`src/design/isbo_pkg.sv`:
```
// Shared types and constants of the integer sort core (both orders).
// Used by the front stage, the queue, the back stage and the top level.
package isbo_pkg;

   localparam int MAX_COUNT_DEFAULT   = 32;
   localparam int QUEUE_DEPTH_DEFAULT = 4;
   localparam int VALUE_W             = 32;

   // Bit positions inside rsp_tuser.
   localparam int USER_DESC_BIT = 0;
   localparam int USER_OVF_BIT  = 1;
   localparam int USER_W        = 2;

   // One classified input word as it travels from front to back.
   typedef struct packed {
      logic signed [VALUE_W-1:0] value;
      logic                      last;
      logic                      drop;
   } item_type;

   // One result word.
   typedef struct packed {
      logic signed [VALUE_W-1:0] value;
      logic                      descending;
      logic                      overflow;
      logic                      last;
   } result_type;

   typedef enum logic [1:0] {
      BACK_LOAD,
      BACK_ASC,
      BACK_DESC
   } back_state_type;

endpackage

```
`src/design/isbo_front.sv`:
```
// Front stage of the integer sort core: accepts input words and marks those
// beyond capacity for drop. Depends on isbo_pkg.
module isbo_front #(
   parameter int MaxCount = isbo_pkg::MAX_COUNT_DEFAULT
) (
   input  logic                                clock,
   input  logic                                reset,
   input  logic                                req_tvalid,
   output logic                                req_tready,
   input  logic signed [isbo_pkg::VALUE_W-1:0] req_tdata,
   input  logic                                req_tlast,
   input  logic                                q_full,
   output logic                                q_push,
   output isbo_pkg::item_type                  q_item
);
   import isbo_pkg::*;

   localparam int CNT_W = $clog2(MaxCount + 1);

   logic [CNT_W-1:0] cnt_ff, cnt_in;
   logic             full;

   assign full       = (cnt_ff == CNT_W'(MaxCount));
   assign req_tready = !q_full;
   assign q_push     = req_tvalid && !q_full;

   always_comb begin
      q_item.value = req_tdata;
      q_item.last  = req_tlast;
      q_item.drop  = full;
      cnt_in       = cnt_ff;
      if (q_push) begin
         if (req_tlast) begin
            cnt_in = '0;
         end else if (!full) begin
            cnt_in = cnt_ff + CNT_W'(1);
         end
      end
   end

   always_ff @(posedge clock) begin
      if (reset) begin
         cnt_ff <= '0;
      end else begin
         cnt_ff <= cnt_in;
      end
   end

endmodule

```
`src/design/isbo_queue.sv`:
```
// Short queue between the front and back stages of the integer sort core.
// Depends on isbo_pkg.
module isbo_queue #(
   parameter int Depth = isbo_pkg::QUEUE_DEPTH_DEFAULT
) (
   input  logic               clock,
   input  logic               reset,
   input  logic               push,
   input  isbo_pkg::item_type push_item,
   output logic               full,
   input  logic               pop,
   output logic               valid,
   output isbo_pkg::item_type pop_item
);
   import isbo_pkg::*;

   localparam int PTR_W  = $clog2(Depth);
   localparam int FILL_W = $clog2(Depth + 1);

   item_type          mem_ff [Depth];
   logic [PTR_W-1:0]  wr_ptr_ff, wr_ptr_in;
   logic [PTR_W-1:0]  rd_ptr_ff, rd_ptr_in;
   logic [FILL_W-1:0] fill_ff, fill_in;
   logic              do_pop;

   assign full     = (fill_ff == FILL_W'(Depth));
   assign valid    = (fill_ff != '0);
   assign pop_item = mem_ff[rd_ptr_ff];
   assign do_pop   = pop && valid;

   always_comb begin
      wr_ptr_in = wr_ptr_ff;
      rd_ptr_in = rd_ptr_ff;
      fill_in   = fill_ff;
      if (push) begin
         wr_ptr_in = (wr_ptr_ff == PTR_W'(Depth - 1)) ? '0 : wr_ptr_ff + PTR_W'(1);
      end
      if (do_pop) begin
         rd_ptr_in = (rd_ptr_ff == PTR_W'(Depth - 1)) ? '0 : rd_ptr_ff + PTR_W'(1);
      end
      if (push && !do_pop) begin
         fill_in = fill_ff + FILL_W'(1);
      end else if (do_pop && !push) begin
         fill_in = fill_ff - FILL_W'(1);
      end
   end

   always_ff @(posedge clock) begin
      if (push) begin
         mem_ff[wr_ptr_ff] <= push_item;
      end
   end

   always_ff @(posedge clock) begin
      if (reset) begin
         wr_ptr_ff <= '0;
         rd_ptr_ff <= '0;
         fill_ff   <= '0;
      end else begin
         wr_ptr_ff <= wr_ptr_in;
         rd_ptr_ff <= rd_ptr_in;
         fill_ff   <= fill_in;
      end
   end

endmodule

```
`src/design/isbo_back.sv`:
```
// Back stage of the integer sort core: insertion row that keeps the list
// sorted as words arrive, and the sequencer that emits it in both orders.
// Depends on isbo_pkg.
module isbo_back #(
   parameter int MaxCount = isbo_pkg::MAX_COUNT_DEFAULT
) (
   input  logic                 clock,
   input  logic                 reset,
   input  logic                 q_valid,
   input  isbo_pkg::item_type   q_item,
   output logic                 q_pop,
   output logic                 rsp_valid,
   input  logic                 rsp_ready,
   output isbo_pkg::result_type rsp_result
);
   import isbo_pkg::*;

   localparam int IDX_W = (MaxCount > 1) ? $clog2(MaxCount) : 1;
   localparam int CNT_W = $clog2(MaxCount + 1);

   back_state_type            state_ff, state_in;
   logic signed [VALUE_W-1:0] row_ff [MaxCount];
   logic signed [VALUE_W-1:0] row_in [MaxCount];
   logic [MaxCount-1:0]       gt;
   logic [CNT_W-1:0]          cnt_ff, cnt_in, last_cnt;
   logic [IDX_W-1:0]          idx_ff, idx_in;
   logic                      dropped_ff, dropped_in;
   logic                      rsp_valid_ff, rsp_valid_in;
   result_type                rsp_ff, rsp_in;
   logic                      out_free, insert;

   assign rsp_valid  = rsp_valid_ff;
   assign rsp_result = rsp_ff;
   assign out_free   = !rsp_valid_ff || rsp_ready;
   assign last_cnt   = cnt_ff - CNT_W'(1);

   // Each cell compares the incoming word with its own entry; empty cells
   // count as greater, so the word lands after all entries not above it.
   always_comb begin
      for (int i = 0; i < MaxCount; i++) begin
         gt[i] = (CNT_W'(i) >= cnt_ff) || (q_item.value < row_ff[i]);
      end
      for (int i = 0; i < MaxCount; i++) begin
         row_in[i] = row_ff[i];
         if (gt[i]) begin
            if (i > 0 && gt[(i > 0) ? i - 1 : 0]) begin
               row_in[i] = row_ff[(i > 0) ? i - 1 : 0];
            end else begin
               row_in[i] = q_item.value;
            end
         end
      end
   end

   always_comb begin
      state_in     = state_ff;
      cnt_in       = cnt_ff;
      idx_in       = idx_ff;
      dropped_in   = dropped_ff;
      q_pop        = 1'b0;
      insert       = 1'b0;
      rsp_in       = rsp_ff;
      rsp_valid_in = rsp_valid_ff && !rsp_ready;
      unique case (state_ff)
         BACK_LOAD: begin
            q_pop = q_valid;
            if (q_valid) begin
               if (q_item.drop) begin
                  dropped_in = 1'b1;
               end else begin
                  insert = 1'b1;
                  cnt_in = cnt_ff + CNT_W'(1);
               end
               if (q_item.last) begin
                  state_in = BACK_ASC;
                  idx_in   = '0;
               end
            end
         end
         BACK_ASC: begin
            if (out_free) begin
               rsp_valid_in      = 1'b1;
               rsp_in.value      = row_ff[idx_ff];
               rsp_in.descending = 1'b0;
               rsp_in.overflow   = dropped_ff;
               rsp_in.last       = 1'b0;
               // Hold the index on the top entry: it opens the descending pass.
               if (idx_ff == last_cnt[IDX_W-1:0]) begin
                  state_in = BACK_DESC;
               end else begin
                  idx_in = idx_ff + IDX_W'(1);
               end
            end
         end
         BACK_DESC: begin
            if (out_free) begin
               rsp_valid_in      = 1'b1;
               rsp_in.value      = row_ff[idx_ff];
               rsp_in.descending = 1'b1;
               rsp_in.overflow   = dropped_ff;
               rsp_in.last       = (idx_ff == '0);
               if (idx_ff == '0) begin
                  state_in   = BACK_LOAD;
                  cnt_in     = '0;
                  dropped_in = 1'b0;
               end else begin
                  idx_in = idx_ff - IDX_W'(1);
               end
            end
         end
         default: begin
            state_in = BACK_LOAD;
         end
      endcase
   end

   always_ff @(posedge clock) begin
      if (insert) begin
         for (int i = 0; i < MaxCount; i++) begin
            row_ff[i] <= row_in[i];
         end
      end
      rsp_ff <= rsp_in;
      idx_ff <= idx_in;
   end

   always_ff @(posedge clock) begin
      if (reset) begin
         state_ff     <= BACK_LOAD;
         cnt_ff       <= '0;
         dropped_ff   <= 1'b0;
         rsp_valid_ff <= 1'b0;
      end else begin
         state_ff     <= state_in;
         cnt_ff       <= cnt_in;
         dropped_ff   <= dropped_in;
         rsp_valid_ff <= rsp_valid_in;
      end
   end

`ifndef SYNTHESIS
   a_cnt_in_range: assert property (@(posedge clock) disable iff (reset)
      cnt_ff <= CNT_W'(MaxCount))
      else $error("stored count above capacity");
   a_emit_nonempty: assert property (@(posedge clock) disable iff (reset)
      (state_ff == BACK_ASC || state_ff == BACK_DESC) |-> cnt_ff != '0)
      else $error("emission started on an empty list");
   a_no_pop_while_emit: assert property (@(posedge clock) disable iff (reset)
      (state_ff != BACK_LOAD) |-> !q_pop)
      else $error("queue popped while the list is being emitted");
   a_last_is_desc: assert property (@(posedge clock) disable iff (reset)
      (rsp_valid_ff && rsp_ff.last) |-> rsp_ff.descending)
      else $error("final word flagged outside the descending pass");
   a_hold_while_stalled: assert property (@(posedge clock) disable iff (reset)
      (rsp_valid_ff && !rsp_ready) |=> (rsp_valid_ff && $stable(rsp_ff)))
      else $error("result word changed while waiting for the receiver");
`endif

endmodule

```
`src/design/integer_sort_both_orders_core.sv`:
```
// Top level of the integer sort core: sorts a list of signed 32-bit words
// and returns it ascending, then descending. Depends on isbo_pkg and on
// isbo_front, isbo_queue and isbo_back.
//
// Send the list one word per req_ beat with req_tlast on its final word.
// Each word is placed into a sorted row of MaxCount cells the cycle it
// leaves the front queue, so loading runs at one word per cycle. Words
// past MaxCount in a list are dropped and every result of that list then
// carries the overflow flag. After the final word the back stage emits
// the N stored words in ascending order and then in descending order,
// one rsp_ word per cycle while rsp_tready is high, rsp_tlast on the very
// last one. During the return the sequencer owns the sorted row, so the
// next list fills only the QueueDepth-entry queue before req_tready drops.
// The first word of the next list may follow the previous req_tlast word
// directly. Duplicates are kept. No clearing pass is needed after reset.
module integer_sort_both_orders_core #(
   parameter int MaxCount   = isbo_pkg::MAX_COUNT_DEFAULT,
   parameter int QueueDepth = isbo_pkg::QUEUE_DEPTH_DEFAULT
) (
   input  logic                                 clock,
   input  logic                                 reset,
   input  logic                                 req_tvalid,
   output logic                                 req_tready,
   input  logic signed [isbo_pkg::VALUE_W-1:0]  req_tdata,  // [31:0] value
   input  logic                                 req_tlast,  // last
   output logic                                 rsp_tvalid,
   input  logic                                 rsp_tready,
   output logic signed [isbo_pkg::VALUE_W-1:0]  rsp_tdata,  // [31:0] value_res
   output logic [isbo_pkg::USER_W-1:0]          rsp_tuser,  // [0] descending, [1] overflow
   output logic                                 rsp_tlast   // last_res
);
   import isbo_pkg::*;

   logic       q_push, q_full, q_pop, q_valid;
   item_type   push_item, pop_item;
   result_type result;

   // Classify incoming words: store or drop.
   isbo_front #(
      .MaxCount (MaxCount)
   ) u_front (
      .clock      (clock),
      .reset      (reset),
      .req_tvalid (req_tvalid),
      .req_tready (req_tready),
      .req_tdata  (req_tdata),
      .req_tlast  (req_tlast),
      .q_full     (q_full),
      .q_push     (q_push),
      .q_item     (push_item)
   );

   // Decouple the input side from the sequencer.
   isbo_queue #(
      .Depth (QueueDepth)
   ) u_queue (
      .clock     (clock),
      .reset     (reset),
      .push      (q_push),
      .push_item (push_item),
      .full      (q_full),
      .pop       (q_pop),
      .valid     (q_valid),
      .pop_item  (pop_item)
   );

   // Insert into the sorted row, then emit both orders.
   isbo_back #(
      .MaxCount (MaxCount)
   ) u_back (
      .clock      (clock),
      .reset      (reset),
      .q_valid    (q_valid),
      .q_item     (pop_item),
      .q_pop      (q_pop),
      .rsp_valid  (rsp_tvalid),
      .rsp_ready  (rsp_tready),
      .rsp_result (result)
   );

   always_comb begin
      rsp_tdata                = result.value;
      rsp_tuser                = '0;
      rsp_tuser[USER_DESC_BIT] = result.descending;
      rsp_tuser[USER_OVF_BIT]  = result.overflow;
      rsp_tlast                = result.last;
   end

endmodule

```
`config.mk`:
```
export PLATFORM = sky130hd
export DESIGN_NAME = integer_sort_both_orders_core
export DESIGN_NICKNAME = d
export VERILOG_FILES = /design/src/design/isbo_pkg.sv /design/src/design/isbo_front.sv /design/src/design/isbo_queue.sv /design/src/design/isbo_back.sv /design/src/design/integer_sort_both_orders_core.sv
export SDC_FILE = /design/constraint.sdc
export NUM_CORES = 2
export LEC_CHECK = 0
export BUFFER_PORTS_ARGS = -buffer_cell sky130_fd_sc_hd__buf_2
export CAP_MARGIN = 10
export CORE_UTILIZATION = 25
export CTS_BUF_LIST = sky130_fd_sc_hd__clkbuf_8
export CTS_CLUSTER_SIZE = 8
export DETAILED_ROUTE_END_ITERATION = 12
export GPL_TIMING_DRIVEN = 0
export HOLD_SLACK_MARGIN = 0.06
export PLACE_DENSITY = 0.39
export SLEW_MARGIN = 20
export SYNTH_ARGS = -nofsm -noshare
export SYNTH_HDL_FRONTEND = slang
export SYNTH_SLANG_ARGS = --single-unit
```
`constraint.sdc`:
```
create_clock -name clock -period 13.5 [get_ports clock]
set_input_delay 1.35 -clock clock [delete_from_list [all_inputs] [get_ports clock]]
set_output_delay 1.35 -clock clock [all_outputs]
set_load 0.005 [all_outputs]
```
==> summary.md <==
| Metric | Value |
|---|---|
| FILL cells | `34500` |
| DP Wirelength | `249000 µm` |
| Setup crit end kind | `flop` |
| PD cells | `276 nW/µm²` |
| DR pass1 iterations | `5` |
| CTS Hold Bufs | `0` |
| Fin crit period | `7370 ps` |
| H-tree lvl count | `4` |
| Leakage | `39.7 nW` |
| Synthesis Warnings | `0` |
| Fin. max-slew vios | `0` |
| Initial Util | `25.2%` |
| Register area | `36600 µm²` |
| Largest net degree at the start of global routing | `43` |
| Residual DRC count | `0` |
| Syn Inst Count | `6665` |
| #FFs+latches synth | `1230` |
| Number of global-route vias before repair | `56100` |
| Core area | `337000 µm²` |
| Layout area overhead | `14.7%` |
| Num ports | `74` |
| Top post-synthesis cells by area | `edfxtp_1 (42%), ha_1 (15%), mux2_2 (11%)` |
| Largest stage delay, worst path | `1010 ps` |
| DR vias | `55800` |
| CTS clk-pin slew, worst paths | `70 ps` |
| Final Hold Fails | `0` |
| Row Count | `213` |
| Initial DRC count | `4375` |
| Total Routed Length | `307000 µm` |
| Post-DRT Antenna Nets | `0` |
| CTS root buffer | `clkbuf_8` |
| Finished Layout Cells | `11800` |
| Setup_tns | `0 ps` |
| GRT Total Usage | `17.7%` |
| CP startpoint kind | `flop` |
| Peak VDD IR | `0.000119 V` |
| Yosys top cell area share | `42.4%` |
| Crit-path max FO | `42` |
| Final nets | `8115` |
| IO buf count | `73` |
| Clock skew | `101 ps` |
| Die X | `585 µm` |
| Kind of critical path | `reg2reg` |
| Synth Net Count | `7714` |
| Final worst hold slack | `441 ps` |
| Slowest CP cell | `a311oi_1` |
| Headroom to the max-slew limit | `20.6%` |
| Syn Std Cell Area | `84900 µm²` |
| Setup violators final | `0` |
| Maxcap violations | `0` |
| Share of cells above drive strength 1 | `27.4%` |
| Main synth FF type | `edfxtp_1` |
| First-pass GRT wire length | `433000 µm` |
| Maximum clock rate | `136 MHz` |
| Die Ht | `585 µm` |
| Placed insts | `11300` |
| EDFF count, synth | `1200` |
| Netlist cell types | `79` |
| CTS tree | `done` |
| WP data arrival | `8100 ps` |
| Post CTS Setup Buffer Count | `0` |
| Fin crit share | `54.6%` |
| Outcome | `finished, final reports clean` |
| Async set or reset register ratio after synthesis | `0%` |
| RSZ-0062 raised after global routing | `false` |
| Total CTS buffers | `247` |
| Sequential share of the synthesized area | `43.2%` |
| Post-cts repair resize count | `0` |
| Worst skew pair latency | `1050 ps` |
| Avg WL per Cell | `26.1 µm` |
| GRT overflow | `0` |
| Worst path cell trace | `buf_2 > buf_1 > mux4_2 > clkbuf_4 > ha_1 > nand4_1 > nor3_1 > nand2_1 > a311oi_1 > nor4_1 > xor2_1 > nand2_1 > buf_2 > mux2_2` |
| Worst hold path class | `reg2reg` |
| CTS sink count | `1230` |
| Area leader, netlist | `edfxtp_1` |
| Multi-input gate area | `43200 µm²` |
| Mapped Avg Cell Area | `12.7 µm²` |
| Final core utilization | `28.9%` |
| Worst EP required | `14230 ps` |
| Routed vias/inst | `4.73` |
| Clock Path Buffers | `4` |
| Gpl congestion | `0.888` |
| Die Area | `342000 µm²` |
| Slew at the pin with the worst max-slew slack | `1180 ps` |
| Initial antenna violation count | `22` |
-- final timing paths --
kind / slack [ps] / end / depth (start not counted) / startpoint
setup / recovery: 6130 / u_back.row_ff[19][25] / 14 / flop
hold / removal: 440 / u_back.rsp_result[1] / 0 / u_back.dropped_ff
setup reg to reg: 6130 / u_back.row_ff[19][25] / 14 / flop
hold reg to reg: 440 / u_back.rsp_result[1] / 0 / u_back.dropped_ff
-- report_power, final --
group / internal, W / switching (W) / total [W]
clock: 0.00185 / 0.00184 / 0.00369
sequential: 0.00655 / 0.00125 / 0.00780
combinational: 0.00616 / 0.00919 / 0.0153
total: 0.0146 / 0.0123 / 0.0268
-- worst max-delay path, delay by kind of cell (launching register included) --
| family | cells | cell delay, ps |
|---|---|---|
| buffers and inverters | 4 | 2020 |
| AND/OR/NAND/NOR | 5 | 1710 |
| multiplexers | 2 | 1240 |
| AO/OA/AOI/OAI | 1 | 1010 |
| adder cells (fa/ha/maj) | 1 | 490 |
| flip-flops | 1 | 300 |
| XOR/XNOR | 1 | 240 |
-- cells in the final DEF, fill, tap and decap left out, types with 36 or more instances in the layout --
cell / Yosys / final
nand4_1: 203 / 203
a31oi_1: 40 / 38
nand3_1: 47 / 46
clkbuf_1: 177 / 120
mux2_2: 827 / 827
nor2_1: 150 / 132
mux4_2: 353 / 353
o211ai_1: 36 / 36
a211oi_1: 54 / 54
o21a_1: 43 / 43
ha_1: 1010 / 1010
mux2_4: 117 / 117
o21ai_0: 146 / 146
a21o_1: 188 / 188
clkinv_1: 1 / 79
clkbuf_8: 0 / 255
buf_2: 55 / 133
edfxtp_1: 1200 / 1200
inv_1: 1044 / 1113
nand2_1: 153 / 153
mux2_1: 77 / 77
a21oi_1: 295 / 290
buf_12: 0 / 45
-- per-stage QoR --
step	cell area (µm²)	setup WS, ps	total power [W]
after CTS	97400	6310	0.0272
final	97400	6130	0.0268
after global routing	97400	6010	0.0288
after global placement	90900	1730	0.0225
after detailed placement	92900	6240	0.0233
after floorplan	84900	6970	0.0167
-- per-layer routing --
layer / wire length, µm / up-vias / track usage [%]
met4: 7690 / 16 / 4.64
met3: 12200 / 380 / 1.71
met5: 73 / - / 0
li1: - / 26100 / -
met2: 140000 / 1280 / 28.2
met1: 148000 / 28000 / 25.5
-- Yosys cell counts (36+ instances only) --
cell type  count
buf_2         55
nand4_1      203
inv_1       1044
a21o_1       188
mux2_2       827
o21ai_0      146
a31oi_1       40
nand2_1      153
clkbuf_1     177
mux2_4       117
a211oi_1      54
o211ai_1      36
a21oi_1      295
nor2_1       150
edfxtp_1    1200
o21a_1        43
nand3_1       47
mux2_1        77
ha_1        1010
mux4_2       353
-- registers in the layout (all words and copies together), names as in the netlist, named ones only --
register,flops
u_front.cnt_ff,6
u_queue.wr_ptr_ff,2
u_back.rsp_result,35
u_back.idx_ff,5
u_queue.mem_ff,136
u_back.rsp_valid,1
u_back.state_ff,2
u_back.row_ff,1024
u_queue.fill_ff,3
u_back.dropped_ff,1
u_back.cnt_ff,6
u_queue.rd_ptr_ff,2
-- logic make-up (layout without fill, tap and decap cells) --
group,after synthesis,count (layout),synth area share [%]
adders and majority gates,1012,1012,14.9
muxes,1395,1395,23.7
xor gates and xnor gates,29,29,0.299
and+or+nand+nor,699,699,4.19
buffers and inverters,1340,1936,6.28
DFF,1230,1230,43.2
AOI/OAI and AO/OA,960,960,7.46
other,0,7,0
-- area by class of cell --
cell class	count	share of cell area, %
buffer	294	1.61
inverter	1046	4.03
antenna	7	0.0180
multi-input combinational	4095	44.4
tap	4515	5.80
sequential	1230	37.6
timing repair buffer	152	1.98
clock inverter	189	0.969
clock buffer	255	3.60
Note: power is estimated with default switching activity, not from simulation.
